### config.mk
export PLATFORM = sky130hd
export DESIGN_NAME = ems_ram
export DESIGN_NICKNAME = d
export VERILOG_FILES = /design/src/hdl/ems_ram.sv
export SDC_FILE = /design/constraint.sdc
export NUM_CORES = 1
export LEC_CHECK = 0
export ABC_AREA = 0
export BUFFER_PORTS_ARGS = -buffer_cell sky130_fd_sc_hd__buf_4
export CORE_MARGIN = 4
export CORE_UTILIZATION = 62
export CTS_CLUSTER_SIZE = 25
export DETAILED_ROUTE_END_ITERATION = 7
export PLACE_DENSITY_LB_ADDON = 0.2
export REMOVE_ABC_BUFFERS = 1
export SYNTH_ARGS = -nofsm -noshare
export SYNTH_HDL_FRONTEND = slang
export SYNTH_SLANG_ARGS = --single-unit
### constraint.sdc
create_clock -name clk_i -period 3.5 [get_ports clk_i]
set_input_delay 0.525 -clock clk_i [delete_from_list [all_inputs] [get_ports clk_i]]
set_output_delay 0.525 -clock clk_i [all_outputs]
set_load 0.005 [all_outputs]
### src/hdl/ems_ram.sv
module ems_ram #(
  parameter int WIDTH = 8,
  parameter int DEPTH = 8
) (
  input  logic                            clk_i,
  input  logic                            we_i,
  input  logic [$clog2(DEPTH > 1 ? DEPTH : 2)-1:0] waddr_i,
  input  logic [WIDTH-1:0]                wdata_i,
  input  logic [$clog2(DEPTH > 1 ? DEPTH : 2)-1:0] raddr_i,
  output logic [WIDTH-1:0]                rdata_o
);

  logic [WIDTH-1:0] mem_q [DEPTH];

  always_ff @(posedge clk_i) begin
    if (we_i) begin
      mem_q[waddr_i] <= wdata_i;
    end
    rdata_o <= mem_q[raddr_i];
  end

endmodule

---- After elaboration in Yosys (flattened, before gate mapping) ----
Memories as Yosys holds them, arrays and structs flattened. A register that Yosys moved wholly into a read port is not among the register bits.
Cells that the tools add are included.
W data, S select, Z words.
word-level totals
  register bits after elaboration ......... 0
  bits in latches ......................... 0
  RAM bits ................................ 64
  bits in read-only memories .............. 0
  bits of input ports ..................... 16
  output and inout bits ................... 8
  logic and storage cells ................. 3
  memories ................................ 1
operators by class
  $add $sub $neg .......................... 0
  multipliers ............................. 0
  divide/modulo/power cells ............... 0
  order comparisons ....................... 0
  eq/ne operators ......................... 0
  shifts and indexed selects .............. 0
  mux-type cells .......................... 2
  bitwise operators ....................... 0
  reductions and logical operators ........ 0
memory list
  name   words  bits a word  rd ports  clocked after Yosys merged registers in  write ports  line  text
  mem_q  8      8            1         1                                        1            13    logic [WIDTH-1:0] mem_q [DEPTH];
operator list
  kind     number
  $mux W1  2

---- Longest topological paths before layout ----
Gate-level depths: netlist (run 1).
  word-level depth ........................ 2
  depth in mapped cells ................... 4
  mapped depth without buffers ............ 2

---- Least setup slack after synthesis (run 1) ----
OpenSTA, ideal clock, no wires.
  path kind ............................... input -> register
  from .................................... in waddr_i[2] (netlist name)
  to ...................................... mem mem_q[0][0], enable pin
  setup time .............................. 0.383 ns
  data arrival time ....................... 1.302 ns
  data required time ...................... 3.117 ns
  path slack .............................. 1.814 ns
  stages .................................. 2
  path buffers ............................ 0
  cell sequence ........................... nand2b_1 -> nor3_1
RTL lines
  item             line  text
  start, declared  7     input logic [$clog2(DEPTH > 1 ? DEPTH : 2)-1:0] waddr_i,
  end, declared    13
Straight into the memory's write port.

---- Worst setup path in the final report (run 1) ----
  from .................................... in waddr_i[2] (netlist name)
  to ...................................... mem mem_q[0][3], enable pin
Straight into the memory's write port.

==> impl_results.md, run 1 <==
* GR Layer Usage met2 at 0.286
* Post-Place Worst Slack at 1.36 ns
* CTS Buf Count at 9
* Number of max-cap violations at 0
* Detail Placement HPWL at 2610 microns
* Top-area cell type share of the netlist area at 0.714
* CTS clk-pin slew, worst paths at 0.07 ns
* Total power draw at 1.65 mW
* Initial antenna violation count at 0
* Setup crit end kind: flop
* Root Buffer: clkbuf_8
* CP required at 3.45 ns
* Final min period at 1.75 ns
* Area Overhead vs Synth at 13.9%
* Max Fclk at 572 MHz
* Outcome: finished clean
* IO Pins at 24
* End of the worst register-to-register path: rdata_o[3]$_DFF_P_
* DR WL/cell at 21.3 microns
* Final period utilization at 0.499
* DR DRC count at 0
* Worst Setup SP: waddr_i[2]
* Sequential share of the synthesized area at 0.774
* Placer Congestion at 0.712
* Setup bufs post-CTS at 0
* Commonest non-fill, non-tap cells in the layout: edfxtp_1, buf_4, mux4_1, clkbuf_8
* Nets@finish at 159
* Overall die area at 5460 sq um
* Most common cell after layout, fill and taps aside: edfxtp_1
* Mapped cell area at 2690 sq um
* Drt first pass iters at 4
* Met3 Track Usage GR at 0.0479
* Dpl cells at 182
* Reg2reg setup slack at 2.23 ns
* Slew margin rel. at 0.177
* Clock sink total at 72
* Site Rows at 23
* Register bit count reported by yosys at 72
* Die Width at 73.9 microns
* Initial core utilization at 0.659
* Crit Path Category: primary input to flop
* Final Hold Fails at 0
* Core area at 4090 sq um
* Cell Pwr Density at 539 nW/um^2
* Yosys top cell by area: edfxtp_1
* Synth area leaders: edfxtp_1, mux4_1, dfxtp_1
* Latest clock arrival within the worst-skew pair at 0.34 ns
* HP Class: primary input to flop
* Proportion of layout cells with a drive suffix above 1 at 0.324
* Cts hold-fix bufs at 0
* Met1 Resource Use GR at 0.203
* Mapped Cells at 114
* Via count at 1184
* Critical Path AT at 1.70 ns
* Final worst slack at 1.75 ns
* Peak supply drop at 0.347 mV
* Routed Wire Length at 4230 microns
* Via density at 5.98
* Die height at 73.9 microns
* H-tree levels at 3
* CTS-repair resized insts at 0
* Clk buf depth at 2
* Initial DRC Count at 54
* First-pass GRT wire length at 6290 microns
* Worst-margin pin slew at 1.22 ns
* Post-DRT Antenna Nets at 0
* RSZ-0062 raised after global routing: false
* Overall routing resource usage at 0.171
* R2R depth at 2
* Clock Skew at 0.00690 ns
* Final Max Slew Viols at 0
* Worst-path maximum fanout at 8
* Critical Path Start Type: primary input
* Layout Cells excl Fill at 198
* Gr ovfl total at 0
* Syn avg cell area at 23.6 sq um
* Yosys warns at 0
* Antenna cells at 0
* Buffers on Ports at 23
* Vias in the first global route at 1229
* Fin Setup TNS at 0 ns
* Reg-to-Reg Start: mem_q[3][3]$_DFFE_PP_
* Largest net degree at the start of global routing at 17
* CTS tree: done
* Cell variety after synth at 14
* Leak at 1.06 nW
* Worst setup path end: mem_q[0][3]$_DFFE_PP_
* Setup violators final at 0
* Busiest grt layer: met2
-- layer usage --
metal / share of wire / routed length [microns]
met1: 0.40 / 1700
met2: 0.54 / 2270
met3: 0.045 / 192
met4: 0.015 / 62
met5: 0 / 0
-- sequential cells by signal (all words and copies together) (netlist names) --
register  flops
mem_q        64
rdata_o       8
-- synth_stat cells (all sizes together) --
master	count
nor3	2
nand2	2
nand2b	3
mux4	16
nor2	6
dfxtp	8
buf	4
edfxtp	64
mux2	8
clkbuf	1
-- metrics by stage --
step                      utilization  hold slack [ns]  instance area [sq um]
after floorplan                     -            0.624                   2650
after global placement          0.705            0.649                   2880
after detailed placement        0.705            0.669                   2880
after CTS                       0.750            0.412                   3070
after global routing            0.750            0.410                   3070
final                           0.750            0.421                   3070
-- worst max-delay path: stages --
cell and delay (ns):
buf_4 0.11, nand2b_1 0.18, nor3_1 0.88
-- where the power goes --
group / total [mW] / switching (mW) / internal [mW] / leakage (nW)
Sequential: 0.977 / 0.00739 / 0.970 / 0.649
Clock: 0.579 / 0.302 / 0.277 / 0.0845
Combinational: 0.0969 / 0.0437 / 0.0532 / 0.328
Total: 1.65 / 0.353 / 1.30 / 1.06
-- how the worst min path moves through the flow --
stage | startpoint | endpoint | cells after the start
6_report | wdata_i[2] | mem_q[0][2]$_DFFE_PP_ | 1
5_1_grt | wdata_i[2] | mem_q[6][2]$_DFFE_PP_ | 1
4_1_cts | wdata_i[2] | mem_q[3][2]$_DFFE_PP_ | 1
3_5_place_dp | mem_q[7][5]$_DFFE_PP_ | rdata_o[5]$_DFF_P_ | 2
3_3_place_gp | mem_q[7][3]$_DFFE_PP_ | rdata_o[3]$_DFF_P_ | 2
2_1_floorplan | wdata_i[0] | mem_q[0][0]$_DFFE_PP_ | 0
-- area by class of cell --
class,instances,area (sq um)
Multi-Input combinational cell,37,566
Fill cell,228,1020
Timing Repair Buffer,23,173
Clock buffer,10,138
Sequential cell,72,2080
Clock inverter,6,45.0
Tap cell,50,62.6
-- cells by family (layout without fill, tap and decap cells) --
group	Yosys count	in the layout	synth area share
buffers and inverters	5	39	0.0163
AND/OR/NAND/NOR	13	13	0.0219
multiplexers	24	24	0.188
flip-flops	72	72	0.774
Note: power is estimated with default switching activity, not from simulation.
==> run 2: changes to the inputs <==
--- a/config.mk
+++ b/config.mk
@@ -8,7 +8,7 @@
 export ABC_AREA = 0
 export BUFFER_PORTS_ARGS = -buffer_cell sky130_fd_sc_hd__buf_4
 export CORE_MARGIN = 4
-export CORE_UTILIZATION = 62
+export CORE_UTILIZATION = 58
 export CTS_CLUSTER_SIZE = 25
 export DETAILED_ROUTE_END_ITERATION = 7
 export PLACE_DENSITY_LB_ADDON = 0.2
==> constraint.sdc (replaced) <==
create_clock -name clk_i -period 1.7 [get_ports clk_i]
set_input_delay 0.255 -clock clk_i [delete_from_list [all_inputs] [get_ports clk_i]]
set_output_delay 0.255 -clock clk_i [all_outputs]
set_load 0.005 [all_outputs]
==> impl_results.md, run 2 (synthesized netlist as in run 1, its figures left out) <==
* Clock sink total at 72
* Vias in the first global route at 1240
* Site Rows at 24
* Int Pwr at 2.97 mW
* Fin Setup TNS at 0 ns
* Overall routing resource usage at 0.158
* Outcome: finished clean
* Sequential Power Share at 0.550
* Slew margin rel. at 0.826
* Final Hold Fails at 0
* Top flop regs: mem_q: 64 flops, rdata_o: 8 flops
* Hold slack at 0.152 ns
* Drt first pass iters at 4
* Max Fclk at 805 MHz
* Stages on worst setup path at 2
* Overall die area at 5790 sq um
* Bufs and invs on worst path at 0
* Via density at 5.81
* Crit Path Category: flop to flop
* H-tree levels at 3
* Psw at 0.686 mW
* Initial core utilization at 0.610
* Setup violators final at 0
* IO Pins at 24
* Core area at 4410 sq um
* DR DRC count at 0
* First-pass GRT wire length at 6560 microns
* Buffers on Ports at 23
* CTS tree: done
* Commonest non-fill, non-tap cells in the layout: edfxtp_1, buf_4, mux4_1, clkbuf_8
* Fin area at 3170 sq um
* Power share of the combinational group at 0.056
* CP Cell Sequence: mux4_1 > mux2_2
* Area Overhead vs Synth at 17.6%
* Placer Congestion at 0.663
* RSZ-0062 raised after global routing: false
* Via count at 1209
* Setup bufs post-CTS at 0
* Detail Placement HPWL at 2520 microns
* Proportion of layout cells with a drive suffix above 1 at 0.353
* CTS-repair resized insts at 0
* HP Class: primary input to flop
* Routed Wire Length at 4200 microns
* Worst-margin pin slew at 0.262 ns
* Most common cell after layout, fill and taps aside: edfxtp_1
* R2R depth at 2
* Delay of the slowest critical-path stage at 0.50 ns
* Post-placement cell area at 2950 sq um
* Critical path's top delay family: multiplexers
* Clock Skew at 0.00673 ns
* CP required at 1.93 ns
* Largest net degree at the start of global routing at 17
* Worst-path maximum fanout at 1
* Die height at 76.1 microns
* Peak supply drop at 0.786 mV
* Largest register FFs at 64
* Final period utilization at 0.731
* Cts hold-fix bufs at 0
* Final min period at 1.24 ns
* Switching share of power at 0.188
* Nets@finish at 167
* Antenna cells at 0
* Total power draw at 3.66 mW
* DR WL/cell at 20.2 microns
* Clock network fraction of total power at 0.394
* CP max-delay cell: mux4_1
* Initial antenna violation count at 0
* Top reg by flops: mem_q
* Initial DRC Count at 48
* Setup crit end kind: flop
* Latest clock arrival within the worst-skew pair at 0.33 ns
* Die Width at 76.1 microns
* Min-Delay Path Depth at 1
* CTS clk-pin slew, worst paths at 0.07 ns
* Number of max-cap violations at 0
* Critical Path AT at 1.47 ns
* Gr ovfl total at 0
* Critical Path Start Type: flop
* Post-DRT Antenna Nets at 0
* Leak at 1.13 nW
* CTS Buf Count at 9
* Clk buf depth at 2
* Cell Pwr Density at 1150 nW/um^2
* Final Max Slew Viols at 0
* Root Buffer: clkbuf_8
[run 2: cell types whose count changed in the layout (fill, tap and decap cells not counted)]
cell        before  now
clkinv_4         2    1
clkinv_1         0    1
clkinvlp_4       3    0
buf_4           23   31
clkinv_2         1    2
bufinv_16        0    2
[run 2: power groups by stage]
| stage | clock network, mW | logic [mW] | registers [mW] |
|---|---|---|---|
| after global routing | 1.56 | 0.222 | 2.02 |
| after CTS | 1.48 | 0.207 | 2.01 |
| final | 1.44 | 0.204 | 2.01 |
| after global placement | 0 | 0.197 | 2.05 |
| after detailed placement | 0 | 0.207 | 2.05 |
| after floorplan | 0 | 0.0850 | 2.05 |
[run 2: cell type report]
cell class	instances	area [sq um]
Sequential cell	72	2080
Clock buffer	10	138
Timing Repair Buffer	31	233
Clock inverter	6	82.6
Tap cell	52	65.1
Multi-Input combinational cell	37	566
Fill cell	272	1250
[run 2: path summary, 6_finish.rpt]
kind                            slack, ns                  start                    end
worst max-delay path                 0.46  mem_q[1][4]$_DFFE_PP_     rdata_o[4]$_DFF_P_
worst min-delay path                 0.15             wdata_i[6]  mem_q[0][6]$_DFFE_PP_
worst max register to register       0.46  mem_q[1][4]$_DFFE_PP_     rdata_o[4]$_DFF_P_
worst min register to register       0.68  mem_q[7][4]$_DFFE_PP_     rdata_o[4]$_DFF_P_
[run 2: worst register-to-register path, delay by kind of cell (launching register included)]
| kind | cells | cell delay, ns |
|---|---|---|
| DFF | 1 | 0.37 |
| muxes | 2 | 0.77 |
[run 2: per-layer routing]
layer  wire length (microns)  share of wire  track usage  up-vias
met1                    1830           0.43        0.195      614
li1                        -              -            -      554
met2                    2070           0.49        0.241       32
met3                     230          0.055       0.0626        9
met4                      78          0.019       0.0787        0
met5                       0              0            0        -
[run 2: through the flow]
step	util	setup WS (ns)	cells
2_1_floorplan	-	0.284	109
3_3_place_gp	0.667	0.226	192
3_5_place_dp	0.667	0.190	192
4_1_cts	0.717	0.446	208
5_1_grt	0.717	0.395	208
6_report	0.717	0.457	208
