**src/hdl/ems_pkg.sv**
```systemverilog
package ems_pkg;

  localparam int WORD_BITS    = 32;
  localparam int FRAC_BITS    = 16;
  localparam int EXT_BITS     = 2 * WORD_BITS;
  localparam int UWORD_BITS   = WORD_BITS - 1;
  localparam int MAX_SPRINGS  = 8;
  localparam int IDX_BITS     = 3;
  localparam int COUNT_BITS   = 4;
  localparam int CFG_IDX_BITS = 3;
  localparam int RAD_BITS     = EXT_BITS;
  localparam int NUM_BITS     = UWORD_BITS + FRAC_BITS;

  localparam logic signed [EXT_BITS-1:0] WORD_MAX =
    {{(EXT_BITS-WORD_BITS+1){1'b0}}, {(WORD_BITS-1){1'b1}}};
  localparam logic signed [EXT_BITS-1:0] WORD_MIN = ~WORD_MAX;

  typedef enum logic [1:0] {
    OP_LOAD = 2'd0,
    OP_SET  = 2'd1,
    OP_STEP = 2'd2
  } opcode_e;

  typedef enum logic [CFG_IDX_BITS-1:0] {
    CFG_SPRING_COUNT = 3'd0,
    CFG_DAMPING      = 3'd1,
    CFG_GRAVITY      = 3'd2,
    CFG_TIME_STEP    = 3'd3
  } cfg_reg_e;

  typedef enum logic [4:0] {
    ST_IDLE,
    ST_RD,
    ST_DIFF,
    ST_SQ_MUL,
    ST_SQ_ADD,
    ST_SQRT_START,
    ST_SQRT_WAIT,
    ST_LEN_CHECK,
    ST_DIV_WAIT,
    ST_FCALC,
    ST_TMUL,
    ST_TSAT,
    ST_FMUL,
    ST_ACC,
    ST_NEXT,
    ST_DAMP_MUL,
    ST_DAMP_ACC,
    ST_GRAV,
    ST_POS_MUL,
    ST_POS_ACC,
    ST_VEL_MUL,
    ST_VEL_ACC,
    ST_FINISH
  } state_e;

  typedef struct packed {
    logic [1:0]                  opcode;
    logic [IDX_BITS-1:0]         spring_index;
    logic signed [WORD_BITS-1:0] vec_a_x;
    logic signed [WORD_BITS-1:0] vec_a_y;
    logic signed [WORD_BITS-1:0] vec_a_z;
    logic signed [WORD_BITS-1:0] vec_b_x;
    logic signed [WORD_BITS-1:0] vec_b_y;
    logic signed [WORD_BITS-1:0] vec_b_z;
    logic [UWORD_BITS-1:0]       rest_length;
    logic [UWORD_BITS-1:0]       stiffness;
  } in_item_t;

  typedef struct packed {
    logic signed [WORD_BITS-1:0] pos_x;
    logic signed [WORD_BITS-1:0] pos_y;
    logic signed [WORD_BITS-1:0] pos_z;
    logic signed [WORD_BITS-1:0] vel_x;
    logic signed [WORD_BITS-1:0] vel_y;
    logic signed [WORD_BITS-1:0] vel_z;
    logic                        degenerate;
    logic                        saturated;
  } out_item_t;

  typedef struct packed {
    logic signed [WORD_BITS-1:0] anchor_x;
    logic signed [WORD_BITS-1:0] anchor_y;
    logic signed [WORD_BITS-1:0] anchor_z;
    logic [UWORD_BITS-1:0]       rest_length;
    logic [UWORD_BITS-1:0]       stiffness;
  } spring_t;

  typedef struct packed {
    logic signed [WORD_BITS-1:0] val;
    logic                        clip;
  } sat_t;

  function automatic logic signed [EXT_BITS-1:0] sext_word(
    input logic signed [WORD_BITS-1:0] a
  );
    return {{(EXT_BITS-WORD_BITS){a[WORD_BITS-1]}}, a};
  endfunction

  function automatic sat_t sat_word(input logic signed [EXT_BITS-1:0] v);
    sat_t r;
    if (v > WORD_MAX) begin
      r.val  = WORD_MAX[WORD_BITS-1:0];
      r.clip = 1'b1;
    end else if (v < WORD_MIN) begin
      r.val  = WORD_MIN[WORD_BITS-1:0];
      r.clip = 1'b1;
    end else begin
      r.val  = v[WORD_BITS-1:0];
      r.clip = 1'b0;
    end
    return r;
  endfunction

endpackage

```
**src/hdl/ems_div.sv**
```systemverilog
module ems_div #(
  parameter int NUM_BITS = ems_pkg::NUM_BITS,
  parameter int DEN_BITS = ems_pkg::WORD_BITS
) (
  input  logic                clk_i,
  input  logic                rst_ni,
  input  logic                start_i,
  input  logic [NUM_BITS-1:0] num_i,
  input  logic [DEN_BITS-1:0] den_i,
  output logic                busy_o,
  output logic [NUM_BITS-1:0] quot_o
);

  localparam int CNT_W = $clog2(NUM_BITS);

  logic                busy_q;
  logic [CNT_W-1:0]    cnt_q;
  logic [NUM_BITS-1:0] q_q;
  logic [DEN_BITS-1:0] rem_q;
  logic [DEN_BITS-1:0] den_q;
  logic [DEN_BITS:0]   rem_sh;
  logic [DEN_BITS:0]   diff;
  logic                ge;

  // restoring division, quotient bits shift in where numerator bits leave
  assign rem_sh = {rem_q, q_q[NUM_BITS-1]};
  assign ge     = (rem_sh >= {1'b0, den_q});
  assign diff   = rem_sh - {1'b0, den_q};

  always_ff @(posedge clk_i or negedge rst_ni) begin
    if (!rst_ni) begin
      busy_q <= 1'b0;
      cnt_q  <= '0;
    end else if (start_i) begin
      busy_q <= 1'b1;
      cnt_q  <= '0;
    end else if (busy_q) begin
      cnt_q <= cnt_q + CNT_W'(1);
      if (cnt_q == CNT_W'(NUM_BITS - 1)) begin
        busy_q <= 1'b0;
      end
    end
  end

  always_ff @(posedge clk_i) begin
    if (start_i) begin
      q_q   <= num_i;
      rem_q <= '0;
      den_q <= den_i;
    end else if (busy_q) begin
      q_q   <= {q_q[NUM_BITS-2:0], ge};
      rem_q <= ge ? diff[DEN_BITS-1:0] : rem_sh[DEN_BITS-1:0];
    end
  end

  assign busy_o = busy_q;
  assign quot_o = q_q;

endmodule

```
**config.mk**
```make
export PLATFORM = sky130hd
export DESIGN_NAME = ems_div
export DESIGN_NICKNAME = d
export VERILOG_FILES = /design/src/hdl/ems_pkg.sv /design/src/hdl/ems_div.sv
export SDC_FILE = /design/constraint.sdc
export NUM_CORES = 1
export LEC_CHECK = 0
export BUFFER_PORTS_ARGS = -buffer_cell sky130_fd_sc_hd__buf_2
export CORE_UTILIZATION = 55
export CTS_BUF_LIST = sky130_fd_sc_hd__clkbuf_8
export DETAILED_ROUTE_END_ITERATION = 8
export PLACE_DENSITY = 0.81
export SETUP_SLACK_MARGIN = 0.5
export SLEW_MARGIN = 0
export SYNTH_ARGS = -nofsm -noshare
export SYNTH_HDL_FRONTEND = slang
export SYNTH_SLANG_ARGS = --single-unit
```
**constraint.sdc**
```tcl
create_clock -name clk_i -period 2.91 [get_ports clk_i]
set_input_delay 0.582 -clock clk_i [delete_from_list [all_inputs] [get_ports clk_i]]
set_output_delay 0.582 -clock clk_i [all_outputs]
set_load 0.01 [all_outputs]
```
[Word level (Yosys, flattened, before mapping)]
Cells that the tools add are included.
Cells by class
  add/subtract/negate cells: 2
  $mul: 0
  divide/modulo/power cells: 0
  magnitude comparators: 1
  equal/unequal tests: 1
  shift-type cells: 0
  mux-type cells: 8
  bitwise logic cells: 0
  reductions and logical operators: 1
Operators with widths (count)
  $mux 47: 2
  $ge 33x32->1: 1
  $mux 32: 1
  $sub 32x32->32: 1
  $mux 6: 2
  $add 6x1->6 const B: 1
  $eq 6x6->1 const B: 1
  $mux 1: 3
  $reduce_bool 2->1: 1
Word-level totals
  bits in registers: 118
  bits in latches: 0
  RAM bits: 0
  ROM bits: 0
  input port bits: 82
  output and inout port bits: 48
  logic and storage cells: 18
  memories: 0

[Longest topological paths before layout]
  depth in word-level cells: 4
  gate-level depth with buffers: 12
  depth with buffers taken out: 11

[Worst setup path after synthesis]
No wires, ideal clock.
  kind: reg-to-reg
  from: register den_q[14]
  to: register q_q[0] (netlist: quot_o[0]) (data pin)
  setup time: 270 ps
  arrival time: 2346 ps
  data required time: 2640 ps
  setup slack: 294 ps
  cell stages (with the launch flop): 12
  path buffers: 2
  period minus slack after synthesis: 2616 ps
  cell sequence: edfxtp_1 > inv_1 > ha_1 > buf_2 > a21oi_1 > o21ai_1 > a311o_1 > a211o_1 > a211oi_4 > a211o_1 > buf_2 > o21ai_0
Between the ends
  word-level cells in the longest chain between the ends: 3
Ends and longest elaborated chain
  start, declared: line ems_div.sv:20  | logic [DEN_BITS-1:0] den_q;
  start signal, assigned: line ems_div.sv:49  | den_q <= den_i;
  $ge 33x32->1: line ems_div.sv:27  | assign ge = (rem_sh >= {1'b0, den_q});
  $mux 47: line ems_div.sv:50  | end else if (busy_q) begin
  $mux 47: line ems_div.sv:46  | if (start_i) begin
  end signal, assigned: line ems_div.sv:47  | q_q <= num_i;
  end signal, assigned: line ems_div.sv:51  | q_q <= {q_q[NUM_BITS-2:0], ge};
  end, declared: line ems_div.sv:18  | logic [NUM_BITS-1:0] q_q;
Every way passes these cells. The select of a mux whose other input is x is not followed.
A chain may end at the register's enable or synchronous reset.

[Worst setup path in the final report]
  from: register den_q[13]
  to: register rem_q[26]
Between the ends
  word-level cells in the longest chain between the ends: 2
  elaborated cells on any way between the ends: 3
  classes of those cells: add/sub: 1; order compare: 1; mux: 1
Ends and longest elaborated chain
  $sub 32x32->32 / $ge 33x32->1 (equally long branches): line ems_div.sv:28, ems_div.sv:27
  $mux 32 (*): line ems_div.sv:52  | rem_q <= ge ? diff[DEN_BITS-1:0] : rem_sh[DEN_BITS-1:0];
  end signal, assigned: line ems_div.sv:52
  end, declared: line ems_div.sv:19  | logic [DEN_BITS-1:0] rem_q;
Every way passes the cells marked *; elsewhere a longest branch is shown, timed or not.

==> impl_metrics.ini <==
[detailed_routing]
drt_iter0_markers = 567
first_pass_iters = 6
vias = 6104
post_drt_via_cell_ratio = 6.15
drc = 0
wirelength_mm = 19.3
ant_nets = 0
drt-wirelength-per-cell_um = 19.5

[power_and_ir_drop]
comb_power_share = 0.157
switchingPower_mw = 1.14
p_leak_nw = 3.78
seqPwrFrac = 0.478
switching_share = 0.275
powerDensity_nw_per_um2 = 453
vdd_drop_max_mv = 0.438
cell_internal_pwr_mw = 2.99
clkPwrFrac = 0.365

[clock_network]
cts_buffer_depth = 2
clk_latency_ns = 0.47
numCtsBuffers = 17
cts_sinks = 118
cts_root_buffer = clkbuf_8
htree_num_levels = 4
clk_pin_slew_worst_paths_ns = 0.09
tritoncts = yes

[sta]
rsz0062_at_grt = yes
finalSetupTns_ns = -0.211
hold_viol_final = 0
slew_headroom = 0.418
min_period_ns = 2.97
setup_viol = 7
fmax_ghz = 0.336
slew_viol_final = 0
fin_crit_sh = 1.02
max_slew.worst_pin.slew_ns = 0.872
setup_ws_ns = -0.0650
final.setup_skew_ns = 0.0230

[min_path]
holdCritStartpoint = den_i[26]
hold_end = den_q[26]
min_path_type = in -> reg
min_path_cells = 1

[critical_path]
rr_startpoint = den_q[13]
cp_max_fo = 8
start_kind = flip-flop
path_cells = inv_2 -> ha_4 -> nand4_1 -> nor2b_2 -> o2bb2ai_2 -> a211o_1 -> a211oi_4 -> buf_4 -> a211o_4 -> buf_16 -> o41ai_2 -> a31oi_1
crit_type = reg -> reg
worst_setup_path_end_kind = flip-flop
reg2reg_slack_ns = -0.06
crit-reg2reg-capture = rem_q[26]
slowest_stage = a211o_4
reg2reg_depth = 12
crit_required_ns = 3.23
critPathMaxStageDelay_ns = 0.38
worstPathArrival_ns = 3.29

[synthesis]
syn_inst = 650
synth_edf_count = 79
synth_area_um2 = 6760
yosysWarnings = 0
avgSynthCellArea_um2 = 10.4
syn_nets = 767
yosysSeqAreaShare = 0.471
synth_top_flop_cell = edfxtp_1
synth-async-reset-ratio = 0.0593
synth_seq_cells = 118
synthDistinctLibCells = 66

[finish]
final_cells = 992
antenna-diode-count = 0
nets = 949
final_core_util = 0.758
drive_gt1_frac = 0.438
syn2layout_area_growth_pct = 34.7

[place]
dp_hpwl_mm = 11.5
dp_slack_ns = 0.0139
gp_congestion = 0.928
port_buffers = 129
placed_cells = 918

[global_routing]
track_usage = 0.286
grt_pass1_wl_mm = 28.5
grt-ovfl-total = 0
grt_start_max_net_pins = 50
antenna_found_initial = 0
grt_pass1_vias = 5961

[die]
start_util = 0.563
die_w_um = 113
pin_count = 130
std_cell_rows = 40
dieArea_um2 = 12700
die_h_um = 113
core_um2 = 12000

[status]
violations = negative setup slack
status = finished with violations

[job]
cap_violations = 0
cells in the final DEF (no fill, tap or decap), types with 16 or more instances in the layout:
master	instances
ha_4	21
a21oi_1	28
nor2_1	53
buf_4	52
edfxtp_1	79
nand2_1	56
clkbuf_8	17
mux2_2	46
inv_1	31
dfxtp_1	29
xnor2_1	20
buf_2	128
o21ai_0	16
registers in the layout, summed over array words and instances (netlist names):
| name | count |
|---|---|
| rem_q | 32 |
| quot_o | 47 |
| den_q | 32 |
| busy_o | 1 |
| cnt_q | 6 |
cells by family after synthesis:
group                    after synthesis  share of synthesized area
AND/OR/NAND/NOR                      186                      0.129
buffers and inverters                 78                     0.0479
XOR/XNOR                              28                     0.0363
adder cells (fa/ha/maj)               35                     0.0659
multiplexers                          55                     0.0899
flip-flops                           118                      0.471
AO/OA/AOI/OAI                        150                      0.159
worst max-delay path, delay by kind of cell (launching register included):
kind	cells	cell delay (ns)
AO/OA/AOI/OAI	6	1.26
adder cells (fa/ha/maj)	1	0.27
buffers and inverters	3	0.40
flip-flops	1	0.37
AND/OR/NAND/NOR	2	0.52
worst max path at each step:
stage / start / endpoint / slack, ns / depth (start not counted)
3_5_place_dp: den_q[6] / rem_q[30] / 0.01 / 11
3_3_place_gp: den_q[16] / rem_q[15] / 0.13 / 11
6_report: den_q[13] / rem_q[26] / -0.06 / 12
2_1_floorplan: den_q[14] / rem_q[15] / 0.31 / 12
4_1_cts: den_q[1] / rem_q[2] / 0.13 / 13
5_1_grt: den_q[15] / rem_q[26] / -0.20 / 12
area by class of cell:
cell class	instances	area, um^2
fillers	719	2900
well taps	147	184
clock inverters	15	155
clock buffers	17	234
repair buffers	197	1340
flip-flops and latches	118	3190
multi-input cells	454	3830
inverters	44	165
per-stage QoR:
step                      hold slack (ns)  area (um^2)  total power, mW
after floorplan                     0.286         6840             2.32
after global placement              0.421         7710             2.51
after detailed placement            0.427         7710             2.54
after CTS                           0.283         8720             4.07
after global routing                0.267         9110             4.27
final                               0.294         9110             4.13
power by group through the flow:
stage	Combinational, mW	Clock (mW)	Sequential, mW
4_1_cts	0.586	1.52	1.97
2_1_floorplan	0.293	0	2.03
6_report	0.649	1.51	1.97
3_5_place_dp	0.532	0	2.00
5_1_grt	0.698	1.59	1.99
3_3_place_gp	0.515	0	2.00
cell usage after synthesis (all sizes together) (10+ instances only):
cell type / instances / share of area
a21oi: 34 / 0.025
o21ai: 20 / 0.015
a311oi: 19 / 0.025
a21o: 13 / 0.014
buf: 13 / 0.011
xnor2: 20 / 0.026
inv: 43 / 0.024
nand2: 67 / 0.037
nor2: 53 / 0.029
edfxtp: 79 / 0.35
dfxtp: 32 / 0.095
clkbuf: 21 / 0.012
a211oi: 13 / 0.018
ha: 34 / 0.063
nand3: 10 / 0.0074
mux2: 46 / 0.077
per-layer routing:
metal,GRT usage,part of all wire
met2,0.497,0.50
met1,0.326,0.37
met5,0,0
met3,0.0878,0.086
met4,0.125,0.046
repair_timing:
action,CTS,global route
setup endpoints to repair,33,33
hold buffers,1,0
resized for setup,61,62
cloned,4,1
pin swaps,14,27
setup buffers,22,14
hold endpoints to repair,7,0
No activity file was read; power rests on OpenSTA's default activity.
