$ cat src/hdl/ems_pkg.sv
package ems_pkg;

  localparam int WORD_BITS    = 32;
  localparam int FRAC_BITS    = 16;
  localparam int EXT_BITS     = 2 * WORD_BITS;
  localparam int UWORD_BITS   = WORD_BITS - 1;
  localparam int MAX_SPRINGS  = 8;
  localparam int IDX_BITS     = 3;
  localparam int COUNT_BITS   = 4;
  localparam int CFG_IDX_BITS = 3;
  localparam int RAD_BITS     = EXT_BITS;
  localparam int NUM_BITS     = UWORD_BITS + FRAC_BITS;

  localparam logic signed [EXT_BITS-1:0] WORD_MAX =
    {{(EXT_BITS-WORD_BITS+1){1'b0}}, {(WORD_BITS-1){1'b1}}};
  localparam logic signed [EXT_BITS-1:0] WORD_MIN = ~WORD_MAX;

  typedef enum logic [1:0] {
    OP_LOAD = 2'd0,
    OP_SET  = 2'd1,
    OP_STEP = 2'd2
  } opcode_e;

  typedef enum logic [CFG_IDX_BITS-1:0] {
    CFG_SPRING_COUNT = 3'd0,
    CFG_DAMPING      = 3'd1,
    CFG_GRAVITY      = 3'd2,
    CFG_TIME_STEP    = 3'd3
  } cfg_reg_e;

  typedef enum logic [4:0] {
    ST_IDLE,
    ST_RD,
    ST_DIFF,
    ST_SQ_MUL,
    ST_SQ_ADD,
    ST_SQRT_START,
    ST_SQRT_WAIT,
    ST_LEN_CHECK,
    ST_DIV_WAIT,
    ST_FCALC,
    ST_TMUL,
    ST_TSAT,
    ST_FMUL,
    ST_ACC,
    ST_NEXT,
    ST_DAMP_MUL,
    ST_DAMP_ACC,
    ST_GRAV,
    ST_POS_MUL,
    ST_POS_ACC,
    ST_VEL_MUL,
    ST_VEL_ACC,
    ST_FINISH
  } state_e;

  typedef struct packed {
    logic [1:0]                  opcode;
    logic [IDX_BITS-1:0]         spring_index;
    logic signed [WORD_BITS-1:0] vec_a_x;
    logic signed [WORD_BITS-1:0] vec_a_y;
    logic signed [WORD_BITS-1:0] vec_a_z;
    logic signed [WORD_BITS-1:0] vec_b_x;
    logic signed [WORD_BITS-1:0] vec_b_y;
    logic signed [WORD_BITS-1:0] vec_b_z;
    logic [UWORD_BITS-1:0]       rest_length;
    logic [UWORD_BITS-1:0]       stiffness;
  } in_item_t;

  typedef struct packed {
    logic signed [WORD_BITS-1:0] pos_x;
    logic signed [WORD_BITS-1:0] pos_y;
    logic signed [WORD_BITS-1:0] pos_z;
    logic signed [WORD_BITS-1:0] vel_x;
    logic signed [WORD_BITS-1:0] vel_y;
    logic signed [WORD_BITS-1:0] vel_z;
    logic                        degenerate;
    logic                        saturated;
  } out_item_t;

  typedef struct packed {
    logic signed [WORD_BITS-1:0] anchor_x;
    logic signed [WORD_BITS-1:0] anchor_y;
    logic signed [WORD_BITS-1:0] anchor_z;
    logic [UWORD_BITS-1:0]       rest_length;
    logic [UWORD_BITS-1:0]       stiffness;
  } spring_t;

  typedef struct packed {
    logic signed [WORD_BITS-1:0] val;
    logic                        clip;
  } sat_t;

  function automatic logic signed [EXT_BITS-1:0] sext_word(
    input logic signed [WORD_BITS-1:0] a
  );
    return {{(EXT_BITS-WORD_BITS){a[WORD_BITS-1]}}, a};
  endfunction

  function automatic sat_t sat_word(input logic signed [EXT_BITS-1:0] v);
    sat_t r;
    if (v > WORD_MAX) begin
      r.val  = WORD_MAX[WORD_BITS-1:0];
      r.clip = 1'b1;
    end else if (v < WORD_MIN) begin
      r.val  = WORD_MIN[WORD_BITS-1:0];
      r.clip = 1'b1;
    end else begin
      r.val  = v[WORD_BITS-1:0];
      r.clip = 1'b0;
    end
    return r;
  endfunction

endpackage

$ cat src/hdl/ems_isqrt.sv
module ems_isqrt #(
  parameter int RAD_BITS = ems_pkg::RAD_BITS
) (
  input  logic                  clk_i,
  input  logic                  rst_ni,
  input  logic                  start_i,
  input  logic [RAD_BITS-1:0]   rad_i,
  output logic                  busy_o,
  output logic [RAD_BITS/2-1:0] root_o
);

  localparam int H     = RAD_BITS / 2;
  localparam int CNT_W = $clog2(H);

  logic             busy_q;
  logic [CNT_W-1:0] cnt_q;
  logic [RAD_BITS-1:0] rad_q;
  logic [H:0]       rem_q;
  logic [H-1:0]     root_q;
  logic [H+2:0]     rem_sh;
  logic [H+2:0]     trial;
  logic [H+2:0]     diff;
  logic             ge;

  // two radicand bits enter per step, one root bit leaves
  assign rem_sh = {rem_q, rad_q[RAD_BITS-1 -: 2]};
  assign trial  = {1'b0, root_q, 2'b01};
  assign ge     = (rem_sh >= trial);
  assign diff   = rem_sh - trial;

  always_ff @(posedge clk_i or negedge rst_ni) begin
    if (!rst_ni) begin
      busy_q <= 1'b0;
      cnt_q  <= '0;
    end else if (start_i) begin
      busy_q <= 1'b1;
      cnt_q  <= '0;
    end else if (busy_q) begin
      cnt_q <= cnt_q + CNT_W'(1);
      if (cnt_q == CNT_W'(H - 1)) begin
        busy_q <= 1'b0;
      end
    end
  end

  always_ff @(posedge clk_i) begin
    if (start_i) begin
      rad_q  <= rad_i;
      rem_q  <= '0;
      root_q <= '0;
    end else if (busy_q) begin
      rad_q  <= rad_q << 2;
      rem_q  <= ge ? diff[H:0] : rem_sh[H:0];
      root_q <= {root_q[H-2:0], ge};
    end
  end

  assign busy_o = busy_q;
  assign root_o = root_q;

endmodule

$ cat config.mk
export PLATFORM = sky130hd
export DESIGN_NAME = ems_isqrt
export DESIGN_NICKNAME = d
export VERILOG_FILES = /design/src/hdl/ems_pkg.sv /design/src/hdl/ems_isqrt.sv
export SDC_FILE = /design/constraint.sdc
export NUM_CORES = 1
export LEC_CHECK = 0
export ABC_AREA = 1
export BUFFER_PORTS_ARGS = -buffer_cell sky130_fd_sc_hd__buf_2
export CORE_MARGIN = 5
export CORE_UTILIZATION = 45
export CTS_CLUSTER_DIAMETER = 120
export DETAILED_ROUTE_END_ITERATION = 10
export HOLD_SLACK_MARGIN = 0.08
export PLACE_DENSITY = 0.66
export RECOVER_POWER = 50
export SLEW_MARGIN = 20
export SYNTH_ARGS = -nofsm -noshare
export SYNTH_HDL_FRONTEND = slang
export SYNTH_SLANG_ARGS = --single-unit
$ cat constraint.sdc
create_clock -name clk_i -period 3.2 [get_ports clk_i]
set_input_delay 0.16 -clock clk_i [delete_from_list [all_inputs] [get_ports clk_i]]
set_output_delay 0.16 -clock clk_i [all_outputs]
set_load 0.03 [all_outputs]
== Word-level counts from Yosys, hierarchy flattened ==
Cells that the tools add are included.

* Register bits after elaboration: 135
* Input port bits: 67
* Output and inout bits: 33
* Word-level logic and storage cells: 18

* Add/subtract/negate cells: 2
* $lt $le $gt $ge: 1
* Eq/ne operators: 1
* Multiplexer cells: 8
* Reduce and logical (&&, ||, !) cells: 1

{| class="wikitable"
|+ Operators by type and width
! cell !! count
|-
| 2-to-1 mux 64 bit || 2
|-
| >= comparator 35 x 34 -> 1 bit || 1
|-
| 2-to-1 mux 33 bit || 1
|-
| subtractor 33 bit || 1
|-
| 2-to-1 mux 5 bit || 2
|-
| adder 5 x 1 -> 5 bit (second input constant) || 1
|-
| == test 5 bit (second input constant) || 1
|-
| 2-to-1 mux 1 bit || 3
|-
| nonzero test 2 bit || 1
|}

== Longest topological paths before layout ==
Gate-level depths: netlist of run 1.

* Depth after elaboration: 4
* Depth in mapped cells: 17
* Depth with buffers taken out: 16

== Worst setup path before layout of run 1 ==
Ideal clock, no wire load.

* Path kind: register to register
* From: reg busy_q, in the netlist busy_o
* To: reg rad_q[0] (enable)
* Setup time: 0.453 ns
* Arrival: 2.831 ns
* Slack: -0.085 ns
* Cell stages (with the launch flop): 4
* Period minus slack after synthesis: 3.285 ns
* Cell sequence: dfrtp_1 -> nor2_1 -> clkinv_1 -> clkbuf_1

* Word-level cells in the longest chain between the ends: 1

{| class="wikitable"
|+ RTL lines
! what !! line !! text
|-
| start, declared || ems_isqrt.sv:15 || <nowiki>logic busy_q;</nowiki>
|-
| start signal, assigned || ems_isqrt.sv:33 || <nowiki>busy_q <= 1'b0;</nowiki>
|-
| start signal, assigned || ems_isqrt.sv:36 || <nowiki>busy_q <= 1'b1;</nowiki>
|-
| start signal, assigned || ems_isqrt.sv:41 || <nowiki>busy_q <= 1'b0;</nowiki>
|-
| nonzero test 2 bit (no source line) || n/a ||
|-
| end signal, assigned || ems_isqrt.sv:48 || <nowiki>rad_q <= rad_i;</nowiki>
|-
| end signal, assigned || ems_isqrt.sv:52 || <nowiki>rad_q <= rad_q << 2;</nowiki>
|-
| end, declared || ems_isqrt.sv:17 || <nowiki>logic [RAD_BITS-1:0] rad_q;</nowiki>
|}

Every way passes these cells.
A chain may end at the register's enable or synchronous reset.

== Final worst setup path of run 1 ==
* From: reg root_q[24], in the netlist root_o[24]
* To: reg rem_q[28]

* Word-level cells in the longest chain between the ends: 2
* Elaborated cells between the ends (all ways): 3
* Those cells by class: 1 x add/sub; 1 x order compare; 1 x mux

{| class="wikitable"
|+ RTL lines
! what !! line !! text
|-
| start, declared || ems_isqrt.sv:19 || <nowiki>logic [H-1:0] root_q;</nowiki>
|-
| start signal, assigned || ems_isqrt.sv:54 || <nowiki>root_q <= {root_q[H-2:0], ge};</nowiki>
|-
| subtractor 33 bit / >= comparator 35 x 34 -> 1 bit (equally long branches) || ems_isqrt.sv:29, ems_isqrt.sv:28 ||
|-
| 2-to-1 mux 33 bit (*) || ems_isqrt.sv:53 || <nowiki>rem_q <= ge ? diff[H:0] : rem_sh[H:0];</nowiki>
|-
| end signal, assigned || ems_isqrt.sv:53 ||
|-
| end, declared || ems_isqrt.sv:18 || <nowiki>logic [H:0] rem_q;</nowiki>
|}

Every way passes the cells marked *; elsewhere a longest branch is shown, timed or not.

==> impl_metrics.yaml, run 1 <==
sta:
  finalCriticalPeriod_ps: 2550
  post-route-period-util: 0.797
  setup_viol: 0
  setup_ws_ps: 651
  worstMarginPinSlew_ps: 2360
  drv_slew: 124
  hold_violations: 0
  slew_headroom: -0.576
  worst_hold_slack_ps: 160
  clock_skew_ps: 12.1
  rsz0062_at_grt: "no"
  fin_setup_tns_ps: 0
  max_freq_mhz: 392
placement:
  place_congestion: 0.932
  io_buffer_count: 99
  place_ws_ps: 673
  dp_hpwl_mm: 15.3
worst_setup_path:
  cp_cell_sequence: "inv_1, ha_1, nand2_1, inv_1, a21oi_1, nand2_1, nand2_1, nand2_2, nor2_8, nand2_8, nand2_2, nand2_1, nand2_1, nand2_1"
  cp-end-kind: "register"
  crit_arrival_ps: 2860
  cp-start-kind: "register"
  critPathMaxStageDelay_ps: 380
  critPathRequiredTime_ps: 3510
  crit_top_cell: "nand2_1"
  path_class: "register to register"
  cpMaxStageDelayCell: "ha_1"
  path_max_fanout: 34
grt:
  grt_pass1_vias: 7514
  grt_overflow: 0
  grt_antenna_before_repair: 0
  grt_max_degree: 64
  grt_usage: 0.217
  grt_pass1_wl_mm: 36.6
synthesis:
  synth_top_area_share: 0.267
  yosys_register_bits: 135
  yosysWarnings: 0
  yosysUniqueCellTypes: 37
  ys_top_cells_by_area: "nand2_1 27%, edfxtp_1 24%, dfxtp_1 16%"
  avgSynthCellArea_um2: 6.84
  syn-num-nets: 1297
  syn_area_um2: 8170
  ys_seq_area_frac: 0.413
  yosysTopAreaCell: "nand2_1"
  synth_cells: 1194
floorplan:
  dieWidth_um: 145
  rows: 49
  core_area_um2: 17900
  die_h_um: 145
  io_pins: 100
  initial_utilization: 0.456
  dieArea_um2: 20900
drt:
  viasPerCell: 4.82
  drt-pass1-iter-count: 6
  drt-initial-drc-count: 398
  drc: 0
  postRouteAntennaNets: 0
  post_drt_wl_per_cell_um: 13.7
  drt-total-wl_mm: 21.8
  vias: 7680
layout:
  drive_gt1_frac: 0.0880
  layout_commonest_cell: "nand2_1"
  nets: 1454
  fillerInstances: 1763
  synthToLayoutAreaGrowth_pct: 22.9
  layout_common_cells: "581 x nand2_1, 172 x inv_1, 65 x nand3_1, 65 x dlygate4sd3_1, 65 x dfxtp_1"
  insertedDiodeCount: 0
power:
  p_per_area_nw_per_um2: 894
  power.total_mw: 8.97
  p_leak_nw: 5.27
  ir_worst_vdd_mv: 0.531
cts:
  clockRootBuffer: "clkbuf_16"
  cts_made_buffers: 17
  cts_buffer_depth: 2
  cts_htree_levels: 4
  clk_pin_slew_ps: 70
  clock_latency_ps: 420
  cts_tree: "built"
  cts_resized: 0
  cts_num_sinks: 135
run_status:
  status: "finished with violations"
  violations: "capacitance limit, slew limit"
worst_hold_path:
  min_path_type: "input pin to async pin"
job:
  maxCapViolCount: 2
==> final cells by class <==
class	instances	area, um2	area share
clock buffers	18	429	0.0428
clock inverters	14	159	0.0158
inverters	175	658	0.0656
multi-input cells	851	3980	0.397
flip-flops and latches	135	3370	0.336
well taps	229	287	0.0286
repair buffers	171	1150	0.114
==> worst paths after layout <==
kind | slack [ps] | end | start | cells after the start
max in group asynchronous | 2790 | cnt_q[4] | rst_ni | 2
worst max register to register | 650 | rem_q[28] | root_o[24] | 14
worst min-delay path | 160 | cnt_q[1] | rst_ni | 2
min in group clk_i | 310 | cnt_q[0] | start_i | 2
worst min register to register | 460 | rem_q[31] | rem_q[31] | 2
worst max-delay path | 650 | rem_q[28] | root_o[24] | 14
==> sequential cells by signal, indices dropped and copies added (netlist names) <==
register and flops:
rem_q 33, busy_o 1, rad_q 64, cnt_q 5
root_o 32
==> synth_stat cells <==
master    count
a21oi_1      20
a22o_1        1
a31oi_1       1
and2_1        2
and3_1        1
buf_1         1
buf_2         6
buf_4         1
buf_6         3
clkbuf_1     22
clkinv_1      1
dfrtp_1       6
dfxtp_1      65
edfxtp_1     64
ha_1         36
inv_1       171
inv_2         3
nand2_1     581
nand2_2       4
nand2_4       1
nand2_8       1
nand3_1      65
nand3_2       1
nand3b_1     13
nand4_1       7
nor2_1       43
nor2_2        5
nor2_8        1
nor3_1        8
nor4_1        1
nor4_4        1
o21ai_0       5
o21ai_1       1
o21bai_1      5
o22ai_1      31
or2_2         1
xor2_1       15
==> power breakdown <==
group	switching (mW)	internal [mW]	leakage (nW)
clock	0.853	1.11	0.283
combinational	3.14	1.62	3.67
sequential	0.164	2.08	1.31
total	4.16	4.81	5.27
==> through the flow <==
stage / util / cell area [um2] / instances
2_1_floorplan: - / 8170 / 1194
3_3_place_gp: 0.494 / 8850 / 1496
3_5_place_dp: 0.494 / 8850 / 1496
4_1_cts: 0.563 / 10100 / 1593
5_1_grt: 0.561 / 10000 / 1593
6_report: 0.561 / 10000 / 1593
==> kinds of logic after synthesis <==
kind of cell               after synthesis  synth area share
xor gates and xnor gates                15            0.0161
adders and majority gates               36            0.0552
DFF                                    135             0.413
and+or+nand+nor                        736             0.370
buffers and inverters                  208            0.0998
AOI/OAI and AO/OA                       64            0.0461
==> critical path: cells and delay by family (launching register included) <==
family / cells / cell delay (ps)
flops: 1 / 330
compound gates: 1 / 260
buf+inv: 2 / 120
simple gates: 10 / 1340
fa+ha+maj: 1 / 380
==> repair_timing <==
action                                 in CTS  in global routing
buffers inserted                            0                  0
endpoints found under the hold margin      70                  0
hold buffers                               65                  0
==> routing by layer <==
layer / GRT usage / wire (um) / vias up
met3: 0.0529 / 1320 / 22
met5: 0 / 0 / -
met4: 0.0535 / 320 / 0
met1: 0.282 / 9800 / 3425
li1: - / - / 4031
met2: 0.366 / 10300 / 202
(Power assumes the default switching activity.)
==> run 2, diff against run 1 <==
==> constraint.sdc (replaced) <==
create_clock -name clk_i -period 2.2 [get_ports clk_i]
set_input_delay 0.11 -clock clk_i [delete_from_list [all_inputs] [get_ports clk_i]]
set_output_delay 0.11 -clock clk_i [all_outputs]
set_load 0.03 [all_outputs]
==> run 2 against run 1 <==
Compared with the run above:
- the flow now finishes without violations
- final cell count rose by 2.1%
- combinational power up 67%
- die area stayed put
- register-to-register slack got worse by 530 ps
- via count up 3.5%
- critical path type unchanged
- largest cell class unchanged
- largest power group unchanged
==> impl_metrics.yaml, run 2 (synthesis results as in run 1) <==
run_status:
  status: "finished clean"
grt:
  grt_antenna_before_repair: 0
  grt_max_degree: 65
  grt.met2_usage: 0.372
  globalRouteMet1Util: 0.288
  grt_pass1_wl_mm: 37.1
  busiest_layer: "met2"
  grt_pass1_vias: 7779
  grtUsageMet3: 0.0516
  grt_usage: 0.222
  grt_overflow: 0
drt:
  drc: 0
  post_drt_wl_per_cell_um: 14.0
  vias: 7950
  drt-initial-drc-count: 428
  drt-pass1-iter-count: 5
  drt-total-wl_mm: 22.8
  viasPerCell: 4.89
  postRouteAntennaNets: 0
worst_setup_path:
  path_max_fanout: 7
  cp-end-kind: "register"
  crit_arrival_ps: 2390
  crit_family: "simple AND/OR/NAND/NOR gates"
  cpMaxStageDelayCell: "dfxtp_1"
  critPathRequiredTime_ps: 2510
  rrSetupSlack_ps: 120
  cp_cell_sequence: "inv_1, ha_4, nand2_1, nand2_1, inv_1, nand2_1, nand2_1, nand2_1, nand2_1, nand2_2, nor2_8, nand2_8, nand2_2, nand2_1, nand2_1, nand2_1"
  path_class: "register to register"
  cp-start-kind: "register"
  path_buf_inv: 2
  critPathMaxStageDelay_ps: 330
  crit_top_cell: "nand2_1"
floorplan:
  dieArea_um2: 20900
  core_area_um2: 17900
  initial_utilization: 0.456
  dieWidth_um: 145
  die_h_um: 145
  io_pins: 100
  rows: 49
power:
  ir_worst_vdd_mv: 0.831
  p_leak_nw: 5.48
  p_per_area_nw_per_um2: 1300
cts:
  cts_tree: "built"
  clk_pin_slew_ps: 70
  clockRootBuffer: "clkbuf_16"
  cts_buffer_depth: 2
  clock_latency_ps: 430
  cts_htree_levels: 4
  cts_num_sinks: 135
  cts_made_buffers: 17
placement:
  dp_hpwl_mm: 15.6
  place_congestion: 0.925
  io_buffer_count: 99
  place_inst: 1526
  place_ws_ps: -2.55
sta:
  worst_hold_slack_ps: 458
  rsz0062_at_grt: "no"
  slew_headroom: 0.213
  drv_slew: 0
  hold_violations: 0
  clock_skew_ps: 16.3
  finalCriticalPeriod_ps: 2080
  worstMarginPinSlew_ps: 1180
  setup_viol: 0
  setup_ws_ps: 120
  max_freq_mhz: 481
  post-route-period-util: 0.945
layout:
  nets: 1487
  layout_common_cells: "574 x nand2_1, 171 x inv_1, 67 x dlygate4sd3_1, 67 x buf_2, 65 x dfxtp_1"
  fillerInstances: 1685
  final_cell_count_no_fill: 1626
  insertedDiodeCount: 0
  regMostFlops: "rad_q"
  synthToLayoutAreaGrowth_pct: 31.1
  drive_gt1_frac: 0.139
  largest_reg_flops: 64
  layout_commonest_cell: "nand2_1"
job:
  maxCapViolCount: 0
worst_hold_path:
  min_path_type: "register to register"
## run 2: cell count changes in the layout (fill, tap and decap cells not counted), sizes merged
cell / before / now
clkbuf: 55 / 53
buf: 69 / 102
bufinv: 1 / 0
dlygate4sd3: 65 / 67
clkinv: 2 / 3
## run 2: routing by layer
| layer | up-vias | routed length [um] |
|---|---|---|
| met5 | - | 0 |
| met4 | 0 | 398 |
| met3 | 28 | 1250 |
| met2 | 193 | 11000 |
| met1 | 3638 | 10200 |
| li1 | 4091 | - |
## run 2: repair_timing
action                     CTS  global route
resized for setup            1            58
hold buffers                67             0
hold endpoints to repair    73             0
setup buffers                0             1
setup endpoints to repair    5            34
pin swaps                    0             3
## run 2: final cells by class
class / count / area [um2] / area share
Timing Repair Buffer: 204 / 1490 / 0.140
Multi-Input combinational cell: 851 / 4350 / 0.406
Clock buffer: 18 / 429 / 0.0401
Sequential cell: 135 / 3370 / 0.315
Tap cell: 229 / 287 / 0.0268
Clock inverter: 14 / 114 / 0.0106
Inverter: 175 / 658 / 0.0615
## run 2: final timing paths
kind	cells after the start	endpoint	startpoint
setup / recovery	16	rem_q[26]	root_o[20]
hold / removal	2	rem_q[31]	rem_q[31]
setup reg to reg	16	rem_q[26]	root_o[20]
hold reg to reg	2	rem_q[31]	rem_q[31]
max in group asynchronous	3	cnt_q[4]	rst_ni
min in group asynchronous	3	cnt_q[3]	rst_ni
## run 2: report_power, final
| group | switching [mW] | internal [mW] | leakage [nW] |
|---|---|---|---|
| clock | 1.22 | 1.47 | 0.258 |
| combinational | 4.83 | 3.11 | 3.91 |
| sequential | 0.297 | 3.02 | 1.31 |
## run 2: worst reg2reg max path: stages (launching register included)
cell	delay, ps
dfxtp_1	330
inv_1	90
ha_4	280
nand2_1	70
nand2_1	80
inv_1	80
nand2_1	80
nand2_1	60
nand2_1	80
nand2_1	80
nand2_2	80
nor2_8	180
nand2_8	80
nand2_2	200
nand2_1	80
nand2_1	70
nand2_1	50
## run 2: stage by stage
step                utilization  total power [mW]  setup TNS (ps)  cell area (um2)
floorplan                     -              8.60               0             8170
global placement          0.512              10.6               0             9160
detailed placement        0.512              10.6           -2.55             9160
CTS                       0.580              13.4               0            10400
global route              0.598              15.2               0            10700
finish                    0.598              13.9               0            10700
==> run 3, diff against run 2 <==
--- a/config.mk
+++ b/config.mk
@@ -12,7 +12,7 @@
 export CTS_CLUSTER_DIAMETER = 120
 export DETAILED_ROUTE_END_ITERATION = 10
 export HOLD_SLACK_MARGIN = 0.08
-export PLACE_DENSITY = 0.66
+export PLACE_DENSITY = 0.63
 export RECOVER_POWER = 50
 export SLEW_MARGIN = 20
 export SYNTH_ARGS = -nofsm -noshare
==> constraint.sdc (replaced) <==
create_clock -name clk_i -period 2.5 [get_ports clk_i]
set_input_delay 0.125 -clock clk_i [delete_from_list [all_inputs] [get_ports clk_i]]
set_output_delay 0.125 -clock clk_i [all_outputs]
set_load 0.03 [all_outputs]
==> run 3 against run 2 <==
Compared with the run above:
- combinational power is 21% lower
- first-iteration DRC count is 6.3% higher
- core utilization is 2.9 points lower
- wire length is 0.88% lower
- cell area is 4.9% lower
- highest routed layer unchanged
- sequential share of layout area is 1.6 points higher
- sequential power is 14% lower
- clock-buffer cell count is 1 lower
- via count is 2.1% lower
==> impl_metrics.yaml, run 3 (synthesis results as in run 1) <==
sta:
  clock_skew_ps: 10.7
  finalCriticalPeriod_ps: 2310
  post-route-period-util: 0.925
  rsz0062_at_grt: "no"
  fin_setup_tns_ps: 0
  hold_violations: 0
  max_freq_mhz: 433
  slew_headroom: 0.475
  worstMarginPinSlew_ps: 788
  setup_viol: 0
  drv_slew: 0
cts:
  cts_htree_levels: 4
  cts_buffer_depth: 2
  cts_tree: "built"
  clock_latency_ps: 430
  clk_pin_slew_ps: 70
  post_cts_buffers: 0
  cts_num_sinks: 135
  clockRootBuffer: "clkbuf_16"
  cts_made_buffers: 17
placement:
  dp_hpwl_mm: 16.2
  placed_cell_area_um2: 8980
  io_buffer_count: 99
  place_inst: 1508
  place_congestion: 0.944
job:
  maxCapViolCount: 0
worst_setup_path:
  path_class: "register to register"
  cp-end-kind: "register"
  cp-start-kind: "register"
  path_max_fanout: 34
  critPathRequiredTime_ps: 2830
  crit_arrival_ps: 2640
power:
  p_clk_frac: 0.216
  sw_frac_of_total: 0.465
  ir_worst_vdd_mv: 0.752
  pwr-share-seq: 0.246
  internal_power_mw: 6.23
  p_leak_nw: 5.36
  p_per_area_nw_per_um2: 1140
  combinationalPowerShare: 0.537
  net-switching-power_mw: 5.42
  power.total_mw: 11.7
layout:
  layout_common_cells: "581 x nand2_1, 172 x inv_1, 67 x dlygate4sd3_1"
  multi_input_area_um2: 3990
  ff_latch_area_um2: 3370
  fillerInstances: 1740
  layout_commonest_cell: "nand2_1"
  insertedDiodeCount: 0
  final_util: 0.569
  largest_reg_flops: 64
  final_cell_count_no_fill: 1607
  drive_gt1_frac: 0.0994
  nets: 1468
  final_area_um2: 10200
  regMostFlops: "rad_q"
  synthToLayoutAreaGrowth_pct: 24.7
drt:
  postRouteAntennaNets: 0
  drt-pass1-iter-count: 5
  drt-initial-drc-count: 455
  drc: 0
  vias: 7780
  viasPerCell: 4.84
  post_drt_wl_per_cell_um: 14.1
  drt-total-wl_mm: 22.6
floorplan:
  dieWidth_um: 145
  rows: 49
  io_pins: 100
  core_area_um2: 17900
  dieArea_um2: 20900
  die_h_um: 145
  initial_utilization: 0.456
grt:
  grt_antenna_before_repair: 0
  grt_pass1_wl_mm: 37.6
  grt_usage: 0.226
  grt_overflow: 0
  grt_pass1_vias: 7751
  grt_max_degree: 41
worst_hold_path:
  min_path_type: "register to register"
run_status:
  status: "finished clean"
[run 3: layer usage]
metal,track usage,routed length (um),vias to the layer above
li1,-,-,4057
met1,0.287,10200,3489
met2,0.389,10800,198
met3,0.0411,1110,36
met4,0.0736,499,0
met5,0,0,-
[run 3: area by class of cell]
class                      instances  area share
timing repair buffer             185       0.126
multi-input combinational        851       0.392
inverter                         175      0.0646
clock inverter                    15      0.0160
sequential                       135       0.331
tap                              229      0.0281
clock buffer                      17      0.0418
[run 3: worst paths after layout]
check / cells after the start / startpoint / slack (ps) / endpoint
min in group asynchronous: 3 / rst_ni / 640 / cnt_q[1]
hold reg to reg: 2 / rem_q[31] / 460 / rem_q[31]
setup reg to reg: 14 / root_o[24] / 190 / rem_q[26]
hold / removal: 2 / rem_q[31] / 460 / rem_q[31]
max in group asynchronous: 3 / rst_ni / 1640 / cnt_q[0]
setup / recovery: 14 / root_o[24] / 190 / rem_q[26]
[run 3: worst max-delay path, cell delays in order, from the launching register on]
cell	delay, ps
dfxtp_1	320
inv_1	70
ha_1	360
nand2_1	140
inv_1	60
a21oi_2	220
nand2_1	110
nand2_1	80
nand2_2	80
nor2_8	210
nand2_8	200
nand2_4	170
nand2_1	60
nand2_1	60
nand2_1	50
[run 3: repair_timing]
item | 4_1_cts | 5_1_grt
hold endpoints to repair | 73 | 0
hold buffers | 67 | 0
setup endpoints to repair | 0 | 28
resized for setup | 0 | 3
[run 3: through the flow]
| stage | hold WS [ps] | setup slack (ps) |
|---|---|---|
| 2_1_floorplan | -171 | 195 |
| 3_3_place_gp | -42.8 | 110 |
| 3_5_place_dp | -44.1 | 88.1 |
| 4_1_cts | 462 | 61.2 |
| 5_1_grt | 488 | 3.23 |
| 6_report | 458 | 189 |
[run 3: power by group through the flow]
stage | registers (mW) | logic, mW | clock network (mW)
floorplan | 2.88 | 4.69 | 0
global placement | 2.90 | 6.12 | 0
detailed placement | 2.90 | 6.15 | 0
CTS | 2.86 | 6.25 | 2.57
global route | 2.90 | 7.19 | 2.66
finish | 2.87 | 6.26 | 2.52
